<file path="config.mk">
export PLATFORM = sky130hd
export DESIGN_NAME = pcs_front
export DESIGN_NICKNAME = d
export VERILOG_FILES = /design/src/design/pcs_pkg.sv /design/src/design/pcs_front.sv
export SDC_FILE = /design/constraint.sdc
export NUM_CORES = 2
export LEC_CHECK = 0
export BUFFER_PORTS_ARGS = -buffer_cell sky130_fd_sc_hd__buf_2
export CAP_MARGIN = 20
export CORE_ASPECT_RATIO = 1.2
export CORE_UTILIZATION = 55
export CTS_CLUSTER_DIAMETER = 30
export CTS_CLUSTER_SIZE = 24
export DETAILED_ROUTE_END_ITERATION = 10
export PLACE_DENSITY = 0.79
export SLEW_MARGIN = 10
export SYNTH_ARGS = -nofsm -noshare
export SYNTH_HDL_FRONTEND = slang
export SYNTH_SLANG_ARGS = --single-unit
</file>
<file path="constraint.sdc">
create_clock -name clk_i -period 23.2 [get_ports clk_i]
set_input_delay 2.32 -clock clk_i [delete_from_list [all_inputs] [get_ports clk_i]]
set_output_delay 2.32 -clock clk_i [all_outputs]
set_load 0.05 [all_outputs]
</file>
<file path="src/design/pcs_pkg.sv">
// shared types and constants for the pearson correlation statistics block
// no dependencies
package pcs_pkg;

  localparam int MAX_PAIRS   = 65536;
  localparam int SAMPLE_BITS = 16;
  localparam int ROOT_W      = 158;

  localparam logic [1:0] ST_OK   = 2'd0;
  localparam logic [1:0] ST_FEW  = 2'd1;
  localparam logic [1:0] ST_ZVAR = 2'd2;
  localparam logic [1:0] ST_OVF  = 2'd3;

  // closed run: count and exact sums
  typedef struct packed {
    logic        [16:0] cnt;
    logic signed [32:0] sa;
    logic signed [32:0] sb;
    logic        [46:0] saa;
    logic        [46:0] sbb;
    logic signed [47:0] sab;
  } pcs_run_t;

  typedef struct packed {
    logic signed [15:0] corr;
    logic signed [31:0] cov;
    logic        [31:0] var_a;
    logic        [31:0] var_b;
    logic        [16:0] cnt;
    logic        [1:0]  status;
  } pcs_res_t;

endpackage

</file>
<file path="src/design/pcs_front.sv">
// front part: accumulates count and exact sums per pair, closes a run
// depends on pcs_pkg
module pcs_front (
  input  logic               clk_i,
  input  logic               rst_ni,
  input  logic               take_i,
  input  logic        [15:0] sample_a_i,
  input  logic        [15:0] sample_b_i,
  input  logic               last_pair_i,
  output logic               run_push_o,
  output pcs_pkg::pcs_run_t  run_o
);
  import pcs_pkg::*;

  pcs_run_t           acc_q, acc_d;
  logic signed [15:0] a_s, b_s;
  logic signed [31:0] pa, pb, pab;

  assign a_s = 16'(signed'(sample_a_i[SAMPLE_BITS-1:0]));
  assign b_s = 16'(signed'(sample_b_i[SAMPLE_BITS-1:0]));
  assign pa  = a_s * a_s;
  assign pb  = b_s * b_s;
  assign pab = a_s * b_s;

  always_comb begin
    acc_d = acc_q;
    if (acc_q.cnt < 17'(MAX_PAIRS)) begin
      acc_d.cnt = acc_q.cnt + 17'd1;
      acc_d.sa  = acc_q.sa + 33'(a_s);
      acc_d.sb  = acc_q.sb + 33'(b_s);
      acc_d.saa = acc_q.saa + 47'(unsigned'(pa));
      acc_d.sbb = acc_q.sbb + 47'(unsigned'(pb));
      acc_d.sab = acc_q.sab + 48'(pab);
    end else begin
      acc_d.cnt = 17'(MAX_PAIRS + 1);
    end
  end

  assign run_o      = acc_d;
  assign run_push_o = take_i & last_pair_i;

  always_ff @(posedge clk_i or negedge rst_ni) begin
    if (!rst_ni) begin
      acc_q <= '0;
    end else if (take_i) begin
      if (last_pair_i) begin
        acc_q <= '0;
      end else begin
        acc_q <= acc_d;
      end
    end
  end

endmodule

</file>
==> out/results.ini <==
[status]
outcome = finished with violations
violations = design-rule violations

[synthesis]
syn_nets = 6674
synth-edff-count = 0
netlist_area_um2 = 48230
ys_ff_latch = 225
syn_inst = 5366
synth_most_common_cell = inv_1
ys_types = 87
synth_ff_type = dfrtp_1
synth_area_leader_cell = fa_1
yosysSeqAreaShare_pct = 11.67
ys_warn_count = 0
synthTopCellsByArea = fa_1, dfrtp_1, ha_1
async_flop_share_pct = 100.0
synth_top_area_share_pct = 34.78
synth.avg_cell_area_um2 = 8.988
synth_common_cells = inv_1, fa_1, nand2_1

[timing]
worst_slew_pin_slew_ns = 1.157
worst_slack_ns = 9.255
post-route-min-period_ns = 13.95
max-slew-margin-rel_pct = 22.90
setup-tns-final_ns = 0
fin_worst_skew_ns = 0.02201
fmax_ghz = 0.07171
finalHoldViolCount = 0
setup_viol = 0
slew_viol_final = 0
timing.final.crit_share_pct = 60.11
rsz0062_at_grt = no

[place]
gp_congestion = 0.9286
pre_cts_slack_ns = 9.338
dp_hpwl_um = 97040
placedCellCount = 6565
io_buffers = 261

[drt]
via_per_inst = 5.763
ant_nets = 0
wirelength_um = 128500
drcViolationCount = 1
drt_iter0_markers = 2760
vias = 38610
routedWlPerCell_um = 19.17
drtPass1Iterations = 9

[die]
die_y_um = 326.4
dieArea_um2 = 88890
rows = 118
io_pins = 262
coreArea_um2 = 86520
start_util_pct = 55.75
die_w_um = 272.3

[clock_network]
cts_buffers = 71
cts.sinks = 225
cts_setup_buffers = 0
clk_path_buf_depth = 3
cts.repair.resized = 0
cts_hold_buffers = 0
root_buffer = clkbuf_16
clk_pin_slew_worst_paths_ns = 0.04
insertion_delay_ns = 0.64
cts_tree = built
h-tree-depth = 3

[critical_path]
worstSetupPathType = in2out
crit_cells = 32
critical_path.max_stage_delay_ns = 0.63
arrival_ns = 11.63
crit_slowest_cell = buf_2
required_ns = 20.88
critPathBufInv = 4
endpoint = run_o[92]
r2r_slack_ns = 17.02
crit_start = sample_b_i[9]
reg2reg_from = acc_q[15]
reg2reg_to = acc_q[42]
cpMostUsedCell = fa_1
path_max_fanout = 35
path_delay_family = adder cells
cp-end-kind = output port
reg2reg_depth = 21
start_kind = input port

[global_routing]
grt.met1_usage_pct = 37.58
grt_pass1_vias = 40860
grt_remaining_overflow = 0
grt_antenna_before_repair = 8
grt_max_degree = 220
use_met3_pct = 6.160
use_met2_pct = 49.33
grt_pass1_wl_um = 210200
track_usage_pct = 29.87
busiest_layer = met2

[finish]
drive_gt1_share_pct = 8.800
largest_register = acc_q
nets = 6807
top_regs = acc_q x225
finalNonFillerCells = 6700
area_growth_pct = 9.508
fill_cells = 7236
final_util_pct = 61.05
largest_reg_flops = 225

[min_path]
whs_path_depth = 2
hold_path_class = reg2reg

[run]
drv_cap = 0

per-stage QoR:
stage / instance area, um2 / hold slack (ns)
after floorplan: 48230 / 0.4756
final: 52820 / 0.5107
after global placement: 50340 / 0.4909
after CTS: 52790 / 0.5146
after detailed placement: 50340 / 0.5018
after global routing: 52820 / 0.5454
cells in the final DEF, fill, tap and decap left out, types with 40 or more instances in the layout:
cell,instances
a22o_1,128
fa_1,837
ha_1,434
a21oi_1,225
o21ai_0,275
inv_1,1008
xor2_1,102
nand3_1,61
xnor2_1,186
clkbuf_16,71
a21o_1,107
nor2_1,249
nand2_1,582
nand2b_1,44
and2_1,150
buf_2,260
dfrtp_1,224
o21bai_1,40
worst register-to-register path, stage by stage (launching register included):
cell and delay, ns:
dfrtp_1 0.37, inv_1 0.18, fa_1 0.46, inv_1 0.10, fa_1 0.44, fa_1 0.51, inv_1 0.06, fa_1 0.53
inv_1 0.05, fa_1 0.43, ha_1 0.35, a21oi_1 0.19, o21ai_0 0.13, a21oi_1 0.17, o2111ai_1 0.28, o21ai_0 0.40
nand3_1 0.19, a31oi_1 0.30, o21ai_0 0.25, a31oi_1 0.27, xor2_1 0.24, o21ai_0 0.13
per-layer routing:
layer / vias up / wire, um
li1: 17450 / -
met1: 19400 / 49970
met2: 1400 / 62390
met3: 351 / 10150
met4: 10 / 5896
met5: - / 57
how the worst min path moves through the flow:
stage,slack [ns],startpoint,to
6_report,0.51,acc_q[204],acc_q[204]
5_1_grt,0.55,acc_q[142],acc_q[142]
4_1_cts,0.51,acc_q[167],acc_q[167]
3_5_place_dp,0.50,acc_q[202],acc_q[202]
3_3_place_gp,0.49,acc_q[172],acc_q[172]
2_1_floorplan,0.48,acc_q[171],acc_q[171]
logic make-up (layout without fill, tap and decap cells):
logic type	Yosys count	count (layout)	synth area share, %
xor gates and xnor gates	288	288	5.230
and+or+nand+nor	1272	1272	12.09
buffers and inverters	1239	1430	9.658
muxes	56	56	1.258
other	0	3	0
DFF	225	225	11.67
AOI/OAI and AO/OA	1014	1014	14.04
adders and majority gates	1272	1272	46.04
layout make-up:
| cell class | count | area (um2) | area share, % |
|---|---|---|---|
| tap | 1140 | 1426 | 2.701 |
| timing repair buffer | 284 | 1526 | 2.890 |
| clock buffer | 96 | 2021 | 3.826 |
| multi-input combinational | 3902 | 37960 | 71.86 |
| antenna | 3 | 7.507 | 0.01421 |
| clock inverter | 35 | 431.7 | 0.8173 |
| inverter | 1015 | 3815 | 7.223 |
| sequential | 225 | 5634 | 10.67 |
Power is not shown: default switching activity piles up to over one toggle a cycle in this logic, so the estimate is an artifact.
