==> config.mk <==
export PLATFORM = sky130hd
export DESIGN_NAME = pcs_fifo
export DESIGN_NICKNAME = d
export VERILOG_FILES = /design/src/design/pcs_pkg.sv /design/src/design/pcs_fifo.sv
export SDC_FILE = /design/constraint.sdc
export NUM_CORES = 1
export LEC_CHECK = 0
export BUFFER_PORTS_ARGS = -buffer_cell sky130_fd_sc_hd__buf_2
export CAP_MARGIN = 10
export CORE_ASPECT_RATIO = 1.2
export CORE_MARGIN = 2
export CORE_UTILIZATION = 52
export DETAILED_ROUTE_END_ITERATION = 16
export PLACE_DENSITY_LB_ADDON = 0.05
export SLEW_MARGIN = 20
export SYNTH_ARGS = -nofsm -noshare
export SYNTH_HDL_FRONTEND = slang
export SYNTH_SLANG_ARGS = --single-unit
==> constraint.sdc <==
create_clock -name clk_i -period 13.4 [get_ports clk_i]
set_input_delay 0 -clock clk_i [delete_from_list [all_inputs] [get_ports clk_i]]
set_output_delay 0 -clock clk_i [all_outputs]
set_load 0.02 [all_outputs]
==> src/design/pcs_pkg.sv <==
// shared types and constants for the pearson correlation statistics block
// no dependencies
package pcs_pkg;

  localparam int MAX_PAIRS   = 65536;
  localparam int SAMPLE_BITS = 16;
  localparam int ROOT_W      = 158;

  localparam logic [1:0] ST_OK   = 2'd0;
  localparam logic [1:0] ST_FEW  = 2'd1;
  localparam logic [1:0] ST_ZVAR = 2'd2;
  localparam logic [1:0] ST_OVF  = 2'd3;

  // closed run: count and exact sums
  typedef struct packed {
    logic        [16:0] cnt;
    logic signed [32:0] sa;
    logic signed [32:0] sb;
    logic        [46:0] saa;
    logic        [46:0] sbb;
    logic signed [47:0] sab;
  } pcs_run_t;

  typedef struct packed {
    logic signed [15:0] corr;
    logic signed [31:0] cov;
    logic        [31:0] var_a;
    logic        [31:0] var_b;
    logic        [16:0] cnt;
    logic        [1:0]  status;
  } pcs_res_t;

endpackage

==> src/design/pcs_fifo.sv <==
// two-entry queue of closed runs between front and back
// depends on pcs_pkg
module pcs_fifo (
  input  logic              clk_i,
  input  logic              rst_ni,
  input  logic              wr_i,
  input  pcs_pkg::pcs_run_t data_i,
  output logic              full_o,
  input  logic              rd_i,
  output logic              valid_o,
  output pcs_pkg::pcs_run_t data_o
);
  import pcs_pkg::*;

  pcs_run_t   mem_q [2];
  logic       wp_q, rp_q;
  logic [1:0] cnt_q;

  assign full_o  = (cnt_q == 2'd2);
  assign valid_o = (cnt_q != 2'd0);
  assign data_o  = mem_q[rp_q];

  always_ff @(posedge clk_i) begin
    if (wr_i) begin
      mem_q[wp_q] <= data_i;
    end
  end

  always_ff @(posedge clk_i or negedge rst_ni) begin
    if (!rst_ni) begin
      wp_q  <= 1'b0;
      rp_q  <= 1'b0;
      cnt_q <= 2'd0;
    end else begin
      if (wr_i) begin
        wp_q <= ~wp_q;
      end
      if (rd_i) begin
        rp_q <= ~rp_q;
      end
      cnt_q <= cnt_q + 2'(wr_i) - 2'(rd_i);
    end
  end

endmodule

==> impl_metrics.py, run 1 <==
metrics = {
    "cts": {
        "clock-sinks": 454,
        "path_clk_slew_ns": 0.06,
        "cts_tree": "yes",
        "worstSkewPairLatency_ns": 0.54,
        "cts_buffers": 44,
        "cts_max_level": 2,
        "cts_setup_buffers": 0,
        "max-clock-path-buffers": 3,
        "cts-root-buf": "clkbuf_16",
    },
    "critical_path": {
        "cp_top_family": "buffers and inverters",
        "r2r_cells": 3,
        "worst_path_largest_cell_delay_ns": 0.99,
        "reg2reg_from": "wp_q",
        "crit_slowest_cell": "dfrtp_4",
        "critPathArrivalTime_ns": 3.05,
        "criticalPathCategory": "register to output port",
        "worstSetupStartpointType": "register",
        "r2r_slack_ns": 10.45,
        "cp_num_buf_inv": 2,
        "worst_r2r_endpoint": "mem_q[1][140]",
        "worst_ep_required_time_ns": 13.40,
        "cp-end-kind": "output port",
        "crit_fanout": 57,
        "path_cells": "buf_4, mux2_2, buf_2",
    },
    "sta": {
        "worst_slew_pin_slew_ns": 0.996,
        "finClkSkew_ns": 0.00696,
        "worst_slew_margin_rel_pct": 33.6,
        "hold_viol": 0,
        "min_period_ns": 3.05,
        "whs_ns": 0.187,
        "fin_crit_sh_pct": 22.8,
        "final.setup.tns_ns": 0,
        "fmax_ghz": 0.327,
        "drv_slew": 0,
        "rsz0062_at_grt": "false",
        "finalSetupViolCount": 0,
    },
    "place": {
        "hpwl_um": 23000,
        "port_buffers": 455,
        "gp_congestion": 0.755,
    },
    "flow_run": {
        "maxCapViolCount": 0,
    },
    "synthesis": {
        "yosys.area.top_type": "edfxtp_1",
        "syn-instance-count": 715,
        "postSynthAreaPerCell_um2": 23.8,
        "yosysWarnings": 0,
        "synth.top_cell.area_share_pct": 79.5,
        "yosys-top-cells-area": "edfxtp_1 79%, mux2_4 12%, mux2_2 5.6%, buf_6 1.1%, dfrtp_1 0.59%",
        "syn_nets": 946,
        "synth-seq-cells": 454,
        "syn-cell-area_um2": 17000,
        "ys_seq_area_share_pct": 80.1,
        "synthDistinctLibCells": 13,
    },
    "min_path": {
        "hp-class": "primary input to register",
        "hold_end": "mem_q[1][81]",
        "holdPathStages": 2,
        "worstHoldStart": "data_i[81]",
    },
    "detailed_routing": {
        "vias_per_cell": 4.92,
        "drc_errors": 0,
        "drtPass1Iterations": 4,
        "wl_per_cell_um": 19.5,
        "vias": 9207,
        "ant_nets": 0,
        "wl_um": 36500,
        "drt-initial-drc-count": 498,
    },
    "global_route": {
        "grt_max_degree": 119,
        "antenna_found_initial": 8,
        "overflow": 0,
        "track_usage_pct": 20.9,
        "grt_pass1_vias": 9935,
        "grt_pass1_wl_um": 54000,
    },
    "power": {
        "clkPwrFrac_pct": 23.4,
        "p_sw_share_pct": 31.9,
        "power_mw": 4.72,
        "pwr-share-seq_pct": 42.0,
        "powerDensity_nw_per_um2": 203,
        "comb_power_share_pct": 34.7,
        "internal-power_mw": 3.22,
        "p_switching_mw": 1.50,
        "vdd_drop_max_mv": 0.168,
        "leakage_nw": 9.22,
    },
    "floorplan": {
        "die_area_um2": 34200,
        "design.core.area_um2": 32300,
        "io_pins": 456,
        "initial_core_util_pct": 52.7,
        "rows": 72,
        "die_h_um": 202,
        "die_w_um": 169,
    },
    "finish": {
        "final_util_pct": 72.0,
        "seq_area_um2": 13600,
        "fill_cells": 2078,
        "multi_input_area_um2": 3160,
        "drive_above_1_share_pct": 51.0,
        "fin_nets": 1660,
        "syn2layout_area_growth_pct": 36.5,
    },
    "status": {
        "outcome": "complete, no violations",
    },
}
-- cells in the final DEF (no fill, tap or decap), types with 2 or more instances in the layout --
| cell type | Yosys | layout |
|---|---|---|
| xor2_1 | 2 | 2 |
| edfxtp_1 | 450 | 450 |
| inv_1 | 2 | 2 |
| mux2_4 | 140 | 140 |
| buf_2 | 8 | 455 |
| mux2_2 | 85 | 85 |
| clkinv_2 | 0 | 3 |
| dlygate4sd3_1 | 0 | 229 |
| clkbuf_1 | 0 | 18 |
| buf_4 | 0 | 8 |
| ha_1 | 2 | 2 |
| dfrtp_1 | 4 | 3 |
| clkinv_1 | 0 | 7 |
| clkbuf_16 | 0 | 45 |
| diode_2 | 0 | 6 |
-- power by group through the flow --
stage	logic, mW	registers [mW]	clock network (mW)
2_1_floorplan	1.18	2.05	0
3_3_place_gp	1.60	2.00	0
3_5_place_dp	1.60	2.01	0
4_1_cts	1.66	1.98	1.13
5_1_grt	1.73	2.01	1.18
6_report	1.64	1.98	1.10
-- final cells by class --
| class | instances | share of cell area (%) |
|---|---|---|
| flip-flops and latches | 454 | 58.7 |
| inverters | 2 | 0.0323 |
| well taps | 407 | 2.19 |
| clock inverters | 11 | 0.216 |
| diodes | 6 | 0.0647 |
| multi-input cells | 234 | 13.6 |
| repair buffers | 693 | 20.0 |
| clock buffers | 64 | 5.20 |
-- cell families (layout without fill, tap and decap cells) --
family,after synthesis,in the layout,synth area share (%)
DFF,454,454,80.1
muxes,225,225,18.0
buffers and inverters,27,770,1.41
xor gates and xnor gates,3,3,0.243
other,0,6,0
adders and majority gates,2,2,0.147
and+or+nand+nor,4,4,0.147
-- through the flow --
step | setup slack (ns) | instances | cell area (µm²)
3_3_place_gp | 10.30 | 1561 | 19700
2_1_floorplan | 2.24 | 715 | 17000
4_1_cts | 10.28 | 1865 | 23200
6_report | 10.35 | 1871 | 23200
5_1_grt | 10.20 | 1871 | 23200
3_5_place_dp | 10.34 | 1561 | 19700
-- how the worst max path moves through the flow --
| stage | to | cells after the start | slack (ns) | startpoint |
|---|---|---|---|---|
| global route | data_o[59] | 3 | 10.20 | rp_q |
| detailed placement | mem_q[1][144] | 3 | 10.34 | wp_q |
| CTS | data_o[58] | 3 | 10.28 | rp_q |
| global placement | mem_q[1][118] | 3 | 10.30 | wp_q |
| finish | data_o[58] | 3 | 10.35 | rp_q |
| floorplan | mem_q[0][0] | 1 | 2.24 | wp_q |
-- timing repair --
| item | 4_1_cts | 5_1_grt |
|---|---|---|
| hold buffers | 229 | 0 |
| gates resized for setup | 0 | 0 |
| hold endpoints to repair | 458 | 0 |
-- state kept, by name, indices dropped and copies added, names as in the netlist --
| name | count |
|---|---|
| cnt_q | 2 |
| wp_q | 1 |
| rp_q | 1 |
| mem_q | 450 |
-- metal layers --
layer | up-vias | wire length [µm] | global-route usage, %
met5 | - | 25 | 0
met4 | 4 | 1110 | 8.09
met3 | 69 | 3260 | 7.09
met2 | 361 | 19100 | 37.5
met1 | 4481 | 13000 | 22.7
li1 | 4292 | - | -
-- Yosys cell counts, drive strengths merged --
library cell  count
xor3              1
ha                2
dfrtp             4
buf              25
and2              1
inv               2
nor2b             2
xor2              2
mux2            225
edfxtp          450
or2               1
(Power assumes the default switching activity.)
==> inputs of run 2 (changes only) <==
Settings changed: CORE_UTILIZATION 52 to 47.
Clock period 13.4 ns to 2.6 ns, I/O delays scaled along.
==> run 2 against run 1 <==
Effect of this change: first-iteration DRC count fell by 7.2%; global-route usage fell by 1.7 points; routed wire length rose by 1.9%; sequential power rose to 5.1 times the previous value; via count rose by 0.54%; total power rose to 5.2 times the previous value; register-to-register slack got worse by 9.5 ns; combinational power rose to 5.4 times the previous value; sequential share of layout area fell by 0.81 points; non-clock buffer count rose by 13; critical path depth did not move; flip-flop and latch count did not move.
==> impl_metrics.py, run 2 (synthesis results as in run 1) <==
metrics = {
    "finish": {
        "final_cell_mix": "455 x buf_2, 450 x edfxtp_1, 229 x dlygate4sd3_1, 140 x mux2_4, 85 x mux2_2",
        "reg_top3": "mem_q x450, cnt_q x2",
        "fin_nets": 1673,
        "regMostFlops": "mem_q",
        "final_util_pct": 65.8,
        "multi_input_area_um2": 3160,
        "largest_reg_flops": 450,
        "syn2layout_area_growth_pct": 38.5,
        "seq_area_um2": 13600,
        "drive_above_1_share_pct": 51.5,
        "fill_cells": 2552,
        "layout_commonest_cell": "buf_2",
    },
    "critical_path": {
        "worst_ep_required_time_ns": 2.60,
        "cp.depth": 3,
        "crit_fanout": 27,
        "cp_top_family": "flip-flops",
        "cp_num_buf_inv": 2,
        "worstSetupStartpointType": "register",
        "crit_slowest_cell": "dfrtp_4",
        "r2r_slack_ns": 0.94,
        "worst_path_largest_cell_delay_ns": 0.80,
        "cp-end-kind": "output port",
        "path_cells": "buf_4, mux2_2, buf_2",
        "r2r_cells": 2,
        "criticalPathCategory": "register to output port",
        "critPathArrivalTime_ns": 2.24,
    },
    "cts": {
        "clock-sinks": 454,
        "max-clock-path-buffers": 3,
        "worstSkewPairLatency_ns": 0.54,
        "cts_setup_buffers": 0,
        "cts_buffers": 44,
        "path_clk_slew_ns": 0.06,
        "cts-root-buf": "clkbuf_16",
        "cts_hold_buffers": 229,
        "cts-resized-gates": 0,
        "cts_max_level": 2,
        "cts_tree": "yes",
    },
    "global_route": {
        "grt_pass1_wl_um": 54400,
        "overflow": 0,
        "grt_pass1_vias": 9870,
        "grt_max_degree": 91,
        "antenna_found_initial": 1,
        "track_usage_pct": 19.2,
    },
    "flow_run": {
        "maxCapViolCount": 0,
    },
    "sta": {
        "fin_ws_ns": 0.357,
        "min_period_ns": 2.24,
        "fin_crit_sh_pct": 86.3,
        "whs_ns": 0.179,
        "final.setup.tns_ns": 0,
        "worst_slew_pin_slew_ns": 0.606,
        "worst_slew_margin_rel_pct": 59.6,
        "fmax_ghz": 0.446,
        "hold_viol": 0,
        "finalSetupViolCount": 0,
        "drv_slew": 0,
        "rsz0062_at_grt": "false",
        "finClkSkew_ns": 0.0159,
    },
    "power": {
        "pwr-share-seq_pct": 41.0,
        "leakage_nw": 9.35,
        "p_sw_share_pct": 31.9,
        "comb_power_share_pct": 35.7,
        "p_switching_mw": 7.87,
        "vdd_drop_max_mv": 0.679,
        "powerDensity_nw_per_um2": 1050,
        "clkPwrFrac_pct": 23.3,
        "power_mw": 24.7,
        "internal-power_mw": 16.8,
    },
    "detailed_routing": {
        "vias_per_cell": 4.76,
        "wl_per_cell_um": 19.2,
        "drt-initial-drc-count": 462,
        "drtPass1Iterations": 4,
        "drc_errors": 0,
        "wl_um": 37200,
        "ant_nets": 0,
        "vias": 9257,
    },
    "place": {
        "gp_congestion": 0.747,
        "hpwl_um": 24700,
        "port_buffers": 455,
        "place_ws_ns": 0.890,
    },
    "floorplan": {
        "die_area_um2": 37700,
        "io_pins": 456,
        "initial_core_util_pct": 47.6,
        "design.core.area_um2": 35800,
        "die_h_um": 212,
        "rows": 76,
        "die_w_um": 178,
    },
    "min_path": {
        "holdPathStages": 2,
        "hp-class": "primary input to register",
    },
    "status": {
        "outcome": "complete, no violations",
    },
}
-- run 2: stage by stage --
stage	std cells	instance area [µm²]
2_1_floorplan	715	17000
3_5_place_dp	1635	20000
4_1_cts	1942	23500
3_3_place_gp	1635	20000
5_1_grt	1942	23500
6_report	1943	23500
-- run 2: metal layers --
layer | up-vias | track usage [%] | routed length [µm] | share of wire (%)
met4 | 0 | 6.30 | 917 | 2.5
met1 | 4557 | 21.5 | 13700 | 37
met2 | 336 | 34.3 | 19500 | 52
li1 | 4318 | - | - | -
met5 | - | 0 | 0 | 0
met3 | 46 | 6.37 | 3130 | 8.4
-- run 2: final timing paths --
check,endpoint,startpoint
min in group asynchronous,wp_q,rst_ni
max in group asynchronous,rp_q,rst_ni
hold reg to reg,wp_q,wp_q
setup reg to reg,mem_q[1][111],wp_q
setup / recovery,data_o[224],rp_q
hold / removal,mem_q[0][54],data_i[54]
-- run 2: cell type report --
type	instances	area share, %
tap	468	2.49
antenna	1	0.0106
timing repair buffer	706	20.7
inverter	2	0.0319
clock buffer	57	4.97
clock inverter	21	0.484
sequential	454	57.8
multi-input combinational	234	13.4
-- run 2: power by group through the flow --
stage / Sequential [mW] / Clock, mW / Combinational [mW]
finish: 10.1 / 5.76 / 8.83
global route: 10.2 / 6.21 / 9.35
CTS: 10.1 / 5.93 / 8.98
detailed placement: 10.3 / 0 / 8.67
global placement: 10.2 / 0 / 8.69
floorplan: 10.2 / 0 / 6.11
==> inputs of run 3 (changes only) <==
Settings changed: ABC_AREA set to 1.
==> run 3 against run 2 <==
Effect of this change: cell count increased by 24%; highest routed layer unchanged; cell area decreased by 0.33%; non-clock buffer count increased by 3.
==> impl_metrics.py, run 3 <==
metrics = {
    "status": {
        "outcome": "complete, no violations",
    },
    "synthesis": {
        "async_flop_share_pct": 0.881,
        "syn-instance-count": 1200,
        "synth_common_cells": "450 x edfxtp_1, 232 x inv_1, 232 x nand2_1",
        "yosys-top-cells-area": "edfxtp_1 79%, o21ai_0 6.0%, inv_1 5.1%, nand2_1 5.1%, buf_6 2.2%",
        "synth-seq-cells": 454,
        "synth.most_common_cell": "edfxtp_1",
        "syn_nets": 1431,
        "yosysWarnings": 0,
        "synth.top_cell.area_share_pct": 79.4,
        "yosys.area.top_type": "edfxtp_1",
        "ys_seq_area_share_pct": 80.0,
        "synthDistinctLibCells": 14,
        "synth_edf_count": 450,
        "postSynthAreaPerCell_um2": 14.2,
        "syn-cell-area_um2": 17000,
        "synth_ff_type": "edfxtp_1",
    },
    "place": {
        "port_buffers": 455,
        "gp_congestion": 0.754,
        "hpwl_um": 24800,
        "place_ws_ns": 0.680,
    },
    "global_route": {
        "grt_max_degree": 124,
        "antenna_found_initial": 0,
        "track_usage_pct": 19.7,
        "grt_pass1_wl_um": 57000,
        "grt_pass1_vias": 10923,
        "overflow": 0,
    },
    "floorplan": {
        "io_pins": 456,
        "rows": 76,
        "design.core.area_um2": 35800,
        "die_w_um": 178,
        "die_h_um": 212,
        "initial_core_util_pct": 47.6,
        "die_area_um2": 37800,
    },
    "sta": {
        "finClkSkew_ns": 0.0133,
        "worst_slew_margin_rel_pct": 48.0,
        "worst_slew_pin_slew_ns": 0.778,
        "finalSetupViolCount": 0,
        "fin_crit_sh_pct": 85.4,
        "hold_viol": 0,
        "drv_slew": 0,
        "fin_ws_ns": 0.379,
        "whs_ns": 0.173,
        "min_period_ns": 2.22,
        "fmax_ghz": 0.450,
        "rsz0062_at_grt": "false",
    },
    "critical_path": {
        "crit_fanout": 123,
        "critPathArrivalTime_ns": 2.22,
        "critPathLaunch": "rp_q",
        "cp-end-kind": "output port",
        "r2r_cells": 3,
        "worstSetupStartpointType": "register",
        "worst_ep_required_time_ns": 2.60,
        "criticalPathCategory": "register to output port",
        "reg2reg_from": "wp_q",
    },
    "finish": {
        "seq_area_um2": 13600,
        "largest_reg_flops": 450,
        "syn2layout_area_growth_pct": 37.9,
        "regMostFlops": "mem_q",
        "layout_commonest_cell": "buf_2",
        "reg_top3": "mem_q x450, cnt_q x2",
        "multi_input_area_um2": 2060,
        "fill_cells": 2733,
        "drive_above_1_share_pct": 28.1,
        "fin_nets": 2137,
        "diodes": 0,
        "final_cell_mix": "455 x buf_2, 450 x edfxtp_1, 231 x inv_1, 231 x nand2_1, 229 x dlygate4sd3_1",
    },
    "detailed_routing": {
        "vias": 11046,
        "wl_per_cell_um": 15.9,
        "ant_nets": 0,
        "vias_per_cell": 4.59,
        "wl_um": 38300,
        "drt-initial-drc-count": 668,
        "drtPass1Iterations": 4,
        "drc_errors": 0,
    },
    "min_path": {
        "worstHoldStart": "data_i[47]",
        "hp-class": "primary input to register",
        "holdPathStages": 2,
    },
    "cts": {
        "cts_buffers": 45,
        "cts_setup_buffers": 0,
        "cts-resized-gates": 0,
        "cts-root-buf": "clkbuf_16",
        "worstSkewPairLatency_ns": 0.55,
        "cts_max_level": 2,
        "max-clock-path-buffers": 3,
        "path_clk_slew_ns": 0.06,
        "cts_hold_buffers": 229,
        "clock-sinks": 454,
        "cts_tree": "yes",
    },
    "power": {
        "powerDensity_nw_per_um2": 1050,
        "leakage_nw": 9.99,
        "vdd_drop_max_mv": 0.718,
    },
    "flow_run": {
        "maxCapViolCount": 0,
    },
}
-- run 3: changes by cell type in the layout (fill, tap and decap cells not counted), sizes merged, moves of 2 or more --
cell	delta
clkinvlp	+3
nand2	+232
buf	+3
o21ai	+225
nor2b	-2
inv	+230
clkinv	+2
mux2	-225
nor2	+2
-- run 3: cells by family after synthesis --
group / after synthesis / synth area share, %
AND/OR/NAND/NOR: 235 / 5.19
XOR/XNOR: 2 / 0.103
AO/OA/AOI/OAI: 225 / 6.62
flip-flops: 454 / 80.0
buffers and inverters: 282 / 7.96
adder cells (fa/ha/maj): 2 / 0.147
-- run 3: cell type report --
type                            instances  share of cell area, %
Inverter                              232                   3.73
Clock buffer                           56                   5.16
Timing Repair Buffer                  709                   21.3
Tap cell                              468                   2.50
Sequential cell                       454                   58.0
Clock inverter                         25                  0.517
Multi-Input combinational cell        464                   8.79
-- run 3: through the flow --
step | setup TNS (ns) | utilization, % | instance area (µm²) | total power [mW] | cells
floorplan | -726.64 | - | 17000 | 15.9 | 1200
global placement | 0 | 55.5 | 19800 | 18.5 | 2098
detailed placement | 0 | 55.5 | 19800 | 18.7 | 2098
CTS | 0 | 65.6 | 23500 | 24.8 | 2408
global route | 0 | 65.6 | 23500 | 25.9 | 2408
finish | 0 | 65.6 | 23500 | 24.6 | 2408
-- run 3: where the power goes --
part	switching (mW)	internal, mW	total (mW)
combinational	5.98	2.62	8.60
clock	2.58	3.29	5.87
sequential	0.394	9.69	10.1
-- run 3: layer usage --
metal  vias to the layer above  GRT usage (%)  wire (µm)
met2                       368           34.5      19500
met3                        62           5.92       3210
met1                      5145           22.8      14500
met4                         0           6.90       1070
li1                       5471              -          -
met5                         -              0          0
-- run 3: final timing paths --
kind                            slack (ns)            to
worst max-delay path                  0.38   data_o[108]
worst min-delay path                  0.17  mem_q[0][47]
worst max register to register        0.70  mem_q[1][73]
worst min register to register        0.56          wp_q
max in group asynchronous             1.96          rp_q
min in group asynchronous             0.43          rp_q
-- run 3: critical path, stage by stage (launching register included) --
cell and delay [ns]:
dfrtp_4 0.72, buf_12 0.39, nand2_1 0.09, o21ai_0 0.14
buf_2 0.23
